[src/sv/vrpr_pkg.sv]
`timescale 1ns / 1ps
`default_nettype none
// ----------------------------------------------------------------------------
// vrpr_pkg
// Shared types and constants of the VLAN rule priority rewriter.
// ----------------------------------------------------------------------------
package vrpr_pkg;

  // entry and rule field widths
  localparam int VID_W  = 13;
  localparam int PRI_W  = 4;
  localparam int CODE_W = 5;
  localparam int ACT_W  = 6;

  // one stored rule: {treat_new, pri_new, pri_match, vid}
  localparam int RULE_W = VID_W + 3 * CODE_W;

  // packed input tdata width and packed output tdata width
  localparam int IN_DATA_W  = 64;
  localparam int OUT_DATA_W = 8;

  // widest count that the rule index logic works in
  localparam int WIDE_CNT_W = 7;

  // entry codes
  localparam logic [PRI_W-1:0]  PRI_SINGLE_TAG  = 4'hf;
  localparam logic [PRI_W-1:0]  PRI_DEFAULT_MIN = 4'he;
  localparam logic [CODE_W-1:0] PRI_NEW_DROP    = 5'b11110;

  // controller to datapath
  typedef struct packed {
    logic wr_rule;     // store the rule of the current request
    logic load_entry;  // latch the entry of the current request
    logic rd_en;       // read the rule at the scan index
    logic apply;       // rewrite the entry with the rule just read
    logic step;        // advance the scan index
    logic emit;        // move the result into the output register
  } cmd_t;

  // datapath to controller
  typedef struct packed {
    logic is_rule_write;  // request on the input is a rule write
    logic needs_scan;     // request on the input must go through the rules
    logic match;          // rule just read applies to the entry
    logic drop;           // that rule drops the entry
    logic last;           // scan index is the last rule in force
  } sts_t;

endpackage : vrpr_pkg
`default_nettype wire

[src/sv/vrpr_ctrl.sv]
`timescale 1ns / 1ps
`default_nettype none
// ----------------------------------------------------------------------------
// vrpr_ctrl
// Sequencer of the rule rewriter: accepts requests, walks the rule table
// one rule at a time and hands finished results to the output register.
// ----------------------------------------------------------------------------
module vrpr_ctrl (
  input  wire logic          clk,
  input  wire logic          rst_n,
  input  wire logic          in_tvalid,
  output logic               in_tready,
  output logic               out_tvalid,
  input  wire logic          out_tready,
  input  wire vrpr_pkg::sts_t sts,
  output vrpr_pkg::cmd_t     cmd
);
  import vrpr_pkg::*;

  typedef enum logic [3:0] {
    S_IDLE  = 4'b0001,
    S_READ  = 4'b0010,
    S_CHECK = 4'b0100,
    S_EMIT  = 4'b1000
  } state_t;

  state_t state_r, state_nxt;
  logic   out_valid_r, out_valid_nxt;
  logic   in_acc;
  logic   out_free;

  assign in_tready  = (state_r == S_IDLE);
  assign in_acc     = in_tvalid && in_tready;
  assign out_free   = !out_valid_r || out_tready;
  assign out_tvalid = out_valid_r;

  // next state and commands
  always_comb begin
    state_nxt = state_r;
    cmd       = '0;
    case (state_r)
      S_IDLE: begin
        if (in_acc) begin
          if (sts.is_rule_write) begin
            cmd.wr_rule = 1'b1;
          end else begin
            cmd.load_entry = 1'b1;
            state_nxt      = sts.needs_scan ? S_READ : S_EMIT;
          end
        end
      end
      S_READ: begin
        cmd.rd_en = 1'b1;
        state_nxt = S_CHECK;
      end
      S_CHECK: begin
        if (sts.match) begin
          if (sts.drop) begin
            state_nxt = S_IDLE;
          end else begin
            cmd.apply = 1'b1;
            state_nxt = S_EMIT;
          end
        end else if (sts.last) begin
          state_nxt = S_EMIT;
        end else begin
          cmd.step  = 1'b1;
          state_nxt = S_READ;
        end
      end
      S_EMIT: begin
        if (out_free) begin
          cmd.emit  = 1'b1;
          state_nxt = S_IDLE;
        end
      end
      default: begin
        state_nxt = S_IDLE;
      end
    endcase
  end

  // output valid flag
  always_comb begin
    if (cmd.emit) begin
      out_valid_nxt = 1'b1;
    end else if (out_tready) begin
      out_valid_nxt = 1'b0;
    end else begin
      out_valid_nxt = out_valid_r;
    end
  end

  always_ff @(posedge clk) begin
    if (!rst_n) begin
      state_r     <= S_IDLE;
      out_valid_r <= 1'b0;
    end else begin
      state_r     <= state_nxt;
      out_valid_r <= out_valid_nxt;
    end
  end

`ifndef SYNTHESIS
  // a result never overwrites one that is still waiting
  a_emit_free: assert property (@(posedge clk) disable iff (!rst_n)
    cmd.emit |-> (!out_valid_r || out_tready))
    else $error("result loaded over a pending result");

  // a rule read is always followed by its compare
  a_read_check: assert property (@(posedge clk) disable iff (!rst_n)
    cmd.rd_en |=> (state_r == S_CHECK))
    else $error("rule read not followed by compare");

  // a miss on a rule that is not the last goes on to the next rule
  a_miss_next: assert property (@(posedge clk) disable iff (!rst_n)
    (state_r == S_CHECK && !sts.match && !sts.last) |=> (state_r == S_READ))
    else $error("scan stopped early");
`endif

endmodule : vrpr_ctrl
`default_nettype wire

[src/sv/vrpr_datapath.sv]
`timescale 1ns / 1ps
`default_nettype none
// ----------------------------------------------------------------------------
// vrpr_datapath
// Rule memory, active count register, scan index, entry registers,
// rule compare and output register of the rule rewriter.
// ----------------------------------------------------------------------------
module vrpr_datapath #(
  parameter int MAX_RULES = 32
) (
  input  wire logic                              clk,
  input  wire logic                              rst_n,
  input  wire logic [0:0]                        in_tuser,
  input  wire logic [vrpr_pkg::IN_DATA_W-1:0]    in_tdata,
  output logic [vrpr_pkg::OUT_DATA_W-1:0]        out_tdata,
  output logic [0:0]                             out_tuser,
  input  wire logic                              cfg_valid,
  input  wire logic [vrpr_pkg::ACT_W-1:0]        cfg_data,
  input  wire vrpr_pkg::cmd_t                    cmd,
  output vrpr_pkg::sts_t                         sts
);
  import vrpr_pkg::*;

  localparam int IDX_W = (MAX_RULES > 1) ? $clog2(MAX_RULES) : 1;
  localparam int CNT_W = $clog2(MAX_RULES + 1);

  // unpacked request fields
  logic [4:0]              rule_index;
  logic [VID_W-1:0]        rule_vid;
  logic signed [CODE_W-1:0] rule_pri_match;
  logic signed [CODE_W-1:0] rule_pri_new;
  logic signed [CODE_W-1:0] rule_treat_new;
  logic [PRI_W-1:0]        outer_pri_filter;
  logic [PRI_W-1:0]        inner_pri_filter;
  logic [VID_W-1:0]        inner_vid_filter;
  logic [PRI_W-1:0]        inner_pri_treat;

  assign rule_index       = in_tdata[4:0];
  assign rule_vid         = in_tdata[17:5];
  assign rule_pri_match   = in_tdata[22:18];
  assign rule_pri_new     = in_tdata[27:23];
  assign rule_treat_new   = in_tdata[32:28];
  assign outer_pri_filter = in_tdata[36:33];
  assign inner_pri_filter = in_tdata[40:37];
  assign inner_vid_filter = in_tdata[53:41];
  assign inner_pri_treat  = in_tdata[57:54];

  // active rule count, clamped to the table depth
  logic [ACT_W-1:0]      active_r;
  logic [WIDE_CNT_W-1:0] act_wide;
  logic [WIDE_CNT_W-1:0] lim_wide;
  logic [CNT_W-1:0]      lim;

  always_ff @(posedge clk) begin
    if (!rst_n) begin
      active_r <= '0;
    end else if (cfg_valid) begin
      active_r <= cfg_data;
    end
  end

  assign act_wide = {1'b0, active_r};
  assign lim_wide = (act_wide > WIDE_CNT_W'(MAX_RULES)) ? WIDE_CNT_W'(MAX_RULES) : act_wide;
  assign lim      = lim_wide[CNT_W-1:0];

  // rule memory, single write port and registered read
  logic [RULE_W-1:0]     mem [MAX_RULES];
  logic [RULE_W-1:0]     rdata_r;
  logic [WIDE_CNT_W-1:0] wr_idx_wide;
  logic [IDX_W-1:0]      wr_addr;
  logic                  wr_ok;
  logic [CNT_W-1:0]      idx_r, idx_nxt;
  logic [IDX_W-1:0]      rd_addr;

  assign wr_idx_wide = {2'b00, rule_index};
  assign wr_addr     = wr_idx_wide[IDX_W-1:0];
  assign wr_ok       = (wr_idx_wide < WIDE_CNT_W'(MAX_RULES));
  assign rd_addr     = idx_r[IDX_W-1:0];

  always_ff @(posedge clk) begin
    if (cmd.wr_rule && wr_ok) begin
      mem[wr_addr] <= {rule_treat_new, rule_pri_new, rule_pri_match, rule_vid};
    end
  end

  always_ff @(posedge clk) begin
    if (cmd.rd_en) begin
      rdata_r <= mem[rd_addr];
    end
  end

  // scan index
  always_comb begin
    idx_nxt = idx_r;
    if (cmd.load_entry) begin
      idx_nxt = '0;
    end else if (cmd.step) begin
      idx_nxt = idx_r + CNT_W'(1);
    end
  end

  always_ff @(posedge clk) begin
    if (!rst_n) begin
      idx_r <= '0;
    end else begin
      idx_r <= idx_nxt;
    end
  end

  // entry and working result registers
  logic [VID_W-1:0] vid_r;
  logic [PRI_W-1:0] pri_r;
  logic [PRI_W-1:0] treat_r;
  logic             hit_r;

  logic [VID_W-1:0]  rd_vid;
  logic [CODE_W-1:0] rd_pm;
  logic [CODE_W-1:0] rd_pn;
  logic [CODE_W-1:0] rd_tn;

  assign rd_vid = rdata_r[VID_W-1:0];
  assign rd_pm  = rdata_r[VID_W +: CODE_W];
  assign rd_pn  = rdata_r[VID_W + CODE_W +: CODE_W];
  assign rd_tn  = rdata_r[VID_W + 2 * CODE_W +: CODE_W];

  always_ff @(posedge clk) begin
    if (cmd.load_entry) begin
      vid_r   <= inner_vid_filter;
      pri_r   <= inner_pri_filter;
      treat_r <= inner_pri_treat;
      hit_r   <= 1'b0;
    end else if (cmd.apply) begin
      // a negative code keeps the field
      if (!rd_pn[CODE_W-1]) begin
        pri_r <= rd_pn[PRI_W-1:0];
      end
      if (!rd_tn[CODE_W-1]) begin
        treat_r <= rd_tn[PRI_W-1:0];
      end
      hit_r <= 1'b1;
    end
  end

  // status toward the controller
  logic rule_applies;
  logic [CNT_W-1:0] idx_inc;

  assign rule_applies = (rd_vid == vid_r) &&
                        (rd_pm[CODE_W-1] || (rd_pm == {1'b0, pri_r}));
  assign idx_inc      = idx_r + CNT_W'(1);

  always_comb begin
    sts               = '0;
    sts.is_rule_write = in_tuser[0];
    sts.needs_scan    = (outer_pri_filter == PRI_SINGLE_TAG) &&
                        (inner_pri_filter < PRI_DEFAULT_MIN) &&
                        (lim != '0);
    sts.match         = rule_applies;
    sts.drop          = (rd_pn == PRI_NEW_DROP);
    sts.last          = (idx_inc == lim);
  end

  // output register
  logic [OUT_DATA_W-1:0] out_data_r;
  logic                  out_hit_r;

  always_ff @(posedge clk) begin
    if (cmd.emit) begin
      out_data_r <= {treat_r, pri_r};
      out_hit_r  <= hit_r;
    end
  end

  assign out_tdata = out_data_r;
  assign out_tuser = out_hit_r;

endmodule : vrpr_datapath
`default_nettype wire

[src/sv/vlan_rule_priority_rewriter_unit.sv]
`timescale 1ns / 1ps
`default_nettype none
// ----------------------------------------------------------------------------
// vlan_rule_priority_rewriter_unit
// Filters VLAN tagging table entries through a table of rewrite rules.
// ----------------------------------------------------------------------------
// A rule write request (in_tuser = 1) is stored on acceptance and the block
// is ready again right after it. A classify request (in_tuser = 0) for a
// two-tagged or default entry, or with no rules in force, goes straight to
// S_EMIT and gives its result once the output register is free. Any other
// entry walks the rule table from slot 0 and stops at the first rule that
// applies, looking at no more rules than the active count (itself clamped to
// MAX_RULES). Each rule is read from the rule memory in S_READ and compared
// in S_CHECK. A dropped entry gives no result. The result sits in an
// output register, so the next request is taken while it waits. Rule slots
// are undefined until written and there is no clearing pass after reset.
// ----------------------------------------------------------------------------
module vlan_rule_priority_rewriter_unit #(
  parameter int MAX_RULES = 32
) (
  input  wire logic                           clk,
  input  wire logic                           rst_n,
  // in_tuser: action (0 classify, 1 write rule)
  input  wire logic                           in_tvalid,
  output logic                                in_tready,
  input  wire logic [0:0]                     in_tuser,
  // in_tdata from bit 0: rule_index(5), rule_vid(13), rule_pri_match(5),
  // rule_pri_new(5), rule_treat_new(5), outer_pri_filter(4),
  // inner_pri_filter(4), inner_vid_filter(13), inner_pri_treat(4), zeros(6)
  input  wire logic [vrpr_pkg::IN_DATA_W-1:0] in_tdata,
  output logic                                out_tvalid,
  input  wire logic                           out_tready,
  // out_tdata from bit 0: out_pri_filter(4), out_pri_treat(4)
  output logic [vrpr_pkg::OUT_DATA_W-1:0]     out_tdata,
  // out_tuser: rule_hit
  output logic [0:0]                          out_tuser,
  // cfg_data: active_rules
  input  wire logic                           cfg_valid,
  output logic                                cfg_ready,
  input  wire logic [vrpr_pkg::ACT_W-1:0]     cfg_data
);
  import vrpr_pkg::*;

  cmd_t cmd;
  sts_t sts;

  assign cfg_ready = 1'b1;

  // sequencer
  vrpr_ctrl u_ctrl (
    .clk        (clk),
    .rst_n      (rst_n),
    .in_tvalid  (in_tvalid),
    .in_tready  (in_tready),
    .out_tvalid (out_tvalid),
    .out_tready (out_tready),
    .sts        (sts),
    .cmd        (cmd)
  );

  // rule storage and compare
  vrpr_datapath #(
    .MAX_RULES (MAX_RULES)
  ) u_datapath (
    .clk       (clk),
    .rst_n     (rst_n),
    .in_tuser  (in_tuser),
    .in_tdata  (in_tdata),
    .out_tdata (out_tdata),
    .out_tuser (out_tuser),
    .cfg_valid (cfg_valid),
    .cfg_data  (cfg_data),
    .cmd       (cmd),
    .sts       (sts)
  );

endmodule : vlan_rule_priority_rewriter_unit
`default_nettype wire

[config.mk]
export PLATFORM = sky130hd
export DESIGN_NAME = vlan_rule_priority_rewriter_unit
export DESIGN_NICKNAME = d
export VERILOG_FILES = /design/src/sv/vrpr_pkg.sv /design/src/sv/vrpr_ctrl.sv /design/src/sv/vrpr_datapath.sv /design/src/sv/vlan_rule_priority_rewriter_unit.sv
export SDC_FILE = /design/constraint.sdc
export NUM_CORES = 1
export LEC_CHECK = 0
export BUFFER_PORTS_ARGS = -buffer_cell sky130_fd_sc_hd__buf_2
export CORE_MARGIN = 3
export CORE_UTILIZATION = 35
export DETAILED_ROUTE_END_ITERATION = 10
export PLACE_DENSITY = 0.49
export SLEW_MARGIN = 15
export SYNTH_ARGS = -nofsm -noshare
export SYNTH_HDL_FRONTEND = slang
export SYNTH_SLANG_ARGS = --single-unit
[constraint.sdc]
create_clock -name clk -period 4.1 [get_ports clk]
set_input_delay 0.41 -clock clk [delete_from_list [all_inputs] [get_ports clk]]
set_output_delay 0.41 -clock clk [all_outputs]
set_load 0.05 [all_outputs]
==> metrics <==
Hold WS 33.6 ps; Post-synth top flop edfxtp_1; Critical Path Start Type flip-flop; Num CTS Buffers 101; CP max stage delay 720 ps; Fillers 9019; total global routing track utilization 16.9%; Reg2Reg Launch Point u_ctrl.state_r[3]; Post-Syn Instances 1545; PwrDens 471 mW/mm2; most frequent cells in the layout 954 x edfxtp_1, 280 x mux4_2, 102 x clkbuf_16, 80 x buf_2, 33 x buf_4; Vias 16900; routed vias/inst 5.30; DP HPWL 50600 um; Critical Path Source u_ctrl.state_r[3]; async set-reset flop share out of synthesis 0%; grt ovf 0; Post-Syn Nets 1622; layout cells sized above 1 35.1%; H-tree Lvls 3; RSZ-0062 raised after global routing false; first-pass GRT wire length 133000 um; area grow syn2layout 17.1%; crit path to u_datapath.mem[25][9]; drc violations 0; DRT antenna net count 0; max-cap violations 0; clock root buffer clkbuf_16; most frequent CP cell buf_4; final net count 1810; leakage 13.1 nW; clock-pin slew on the worst setup and hold paths 60 ps; IO Port Bufs 80; Req. time, crit path 4450 ps; Slew headroom 33.6%; RR Endpoint u_datapath.mem[25][9]; die height 332 um; Final Hold Vio Count 0; Synth cell types 51; most common cell after layout, fill and taps aside edfxtp_1; synthesis warning total 0; pin count of the biggest net entering global routing 85; cell-by-cell trace of the critical path nor4b_2 -> nand2_1 -> nor3b_1 -> buf_4 -> nand3_1 -> nor2_4 -> buf_4; CTS sink cnt 972; crit path kind flip-flop to flip-flop; CP max-delay cell nor2_4; Least-Margin Pin Slew 987 ps; Post-Syn Area 0.0372 mm2; mean post-synth cell area 24.1 um2; Setup crit end kind flip-flop; R2R Setup Slk 670 ps; antenna violations before repair 11; Stages on worst setup path 7; period utilization 83.6%; Clk Latency, worst-skew pair 670 ps; sequential element share of the synthesized area 78.1%; Hold WC Path Type input pin to flip-flop; Worst VDD drop 0.314 mV; drt pass-1 iters 5; fin crit period 3430 ps; Max Clk Rate 292 MHz; WL final 93300 um; number of synthesized flops with an enable pin 954; Slew Viols, Final 0; routed length per placed instance 29.2 um; RD Place Congestion 0.724; I/O Pins 88; DIE AREA 0.110 mm2; setup_tns 0 ps; vias in the first global route 17700; # rows 118; Initial Util 35.6%; Worst Path Buf+Inv 2; register bit total from synthesis 972; Max FO, Critical Path 11; Die Wd 332 um; DRT iter0 DRCs 1607; family with the most delay on the worst path simple AND/OR/NAND/NOR gates; Core Area 0.104 mm2; CTS tree built; Crit path arrival time 3770 ps; Reg2Reg Depth 7; setup violators final 0; clk_skew 24.5 ps; CTS max path bufs 3; status completed
## worst min-delay path, cell delays in order
cell,delay [ps]
buf_2,80
mux2i_1,50
nor2b_1,100
## flip-flops by register name (all words and copies together) (netlist names)
signal	count
u_datapath.mem	896
u_datapath.rdata_r	28
u_datapath.vid_r	13
u_datapath.out_tdata	8
u_datapath.active_r	6
u_datapath.idx_r	6
u_ctrl.state_r	4
u_datapath.pri_r	4
u_datapath.treat_r	4
u_ctrl.out_tvalid	1
u_datapath.hit_r	1
u_datapath.out_tuser	1
## logic make-up after synthesis
kind of cell / after synthesis / share of synthesized area [%]
AO/OA/AOI/OAI: 24 / 0.461
XOR/XNOR: 25 / 0.589
adder cells (fa/ha/maj): 1 / 0.0337
buffers and inverters: 80 / 1.00
flip-flops: 972 / 78.1
multiplexers: 321 / 18.2
other: 1 / 0.0101
AND/OR/NAND/NOR: 121 / 1.65
## worst min path at each step
stage / from / to / slack (ps) / depth (start not counted)
floorplan: u_datapath.treat_r[0] / u_datapath.out_tdata[4] / 400 / 0
global placement: u_datapath.treat_r[0] / u_datapath.out_tdata[4] / 400 / 0
detailed placement: u_datapath.treat_r[2] / u_datapath.out_tdata[6] / 410 / 0
CTS: in_tdata[56] / u_datapath.treat_r[2] / 2 / 3
global route: cfg_data[2] / u_datapath.active_r[2] / 30 / 3
finish: cfg_data[2] / u_datapath.active_r[2] / 30 / 3
## layer usage
layer  routed length [um]  share of wire [%]  track usage, %
met2                43000                 46            26.1
met5                   12              0.013               0
met3                 5170                5.5            3.71
met4                 1720                1.8            3.33
met1                43400                 47            24.9
## stage by stage
stage	worst slack, ps	power, mW	cells	utilization [%]	instance area [um2]
2_1_floorplan	130	11.3	1545	-	37200
3_3_place_gp	699	11.5	2991	38.3	40000
3_5_place_dp	701	11.5	2991	38.3	40000
4_1_cts	667	20.7	3194	41.7	43500
5_1_grt	488	21.1	3194	41.7	43500
6_report	673	20.5	3197	41.7	43500
## power breakdown
part | total (mW) | internal, mW | switching, mW
clock network | 9.19 | 5.39 | 3.80
registers | 11.0 | 11.0 | 0.0197
logic | 0.325 | 0.0804 | 0.244
## what timing repair did
action                                 in CTS  in global routing
gates resized for setup                     0                  0
buffers inserted                            0                  0
endpoints found under the hold margin      19                  0
hold buffers                               19                  0
## cell usage after synthesis, drive strengths merged, types with 3 or more instances
master / count / share of area (%)
edfxtp: 954 / 77
nor4b: 3 / 0.088
o21ai: 5 / 0.067
nor4: 4 / 0.067
nand4: 4 / 0.067
or2: 3 / 0.051
nor2b: 9 / 0.15
buf: 40 / 0.60
nor3: 3 / 0.040
nand3b: 5 / 0.10
mux2: 33 / 1.0
xor2: 16 / 0.38
nand3: 10 / 0.13
xnor2: 9 / 0.21
nor2: 44 / 0.44
dfxtp: 18 / 0.97
mux4: 280 / 17
clkbuf: 35 / 0.35
nand2b: 4 / 0.067
nand2: 22 / 0.22
a21oi: 3 / 0.040
o21a: 3 / 0.061
mux2i: 8 / 0.22
inv: 5 / 0.050
## final cells by class
cell class / count / area [um2] / share of cell area (%)
Sequential cell: 972 / 29000 / 66.7
Multi-Input combinational cell: 493 / 8030 / 18.4
Clock buffer: 123 / 2630 / 6.05
Tap cell: 1380 / 1730 / 3.97
Timing Repair Buffer: 160 / 1400 / 3.21
Clock inverter: 61 / 693 / 1.59
Inverter: 5 / 18.8 / 0.0431
Antenna cell: 3 / 7.51 / 0.0172
Note: power is estimated with default switching activity, not from simulation.
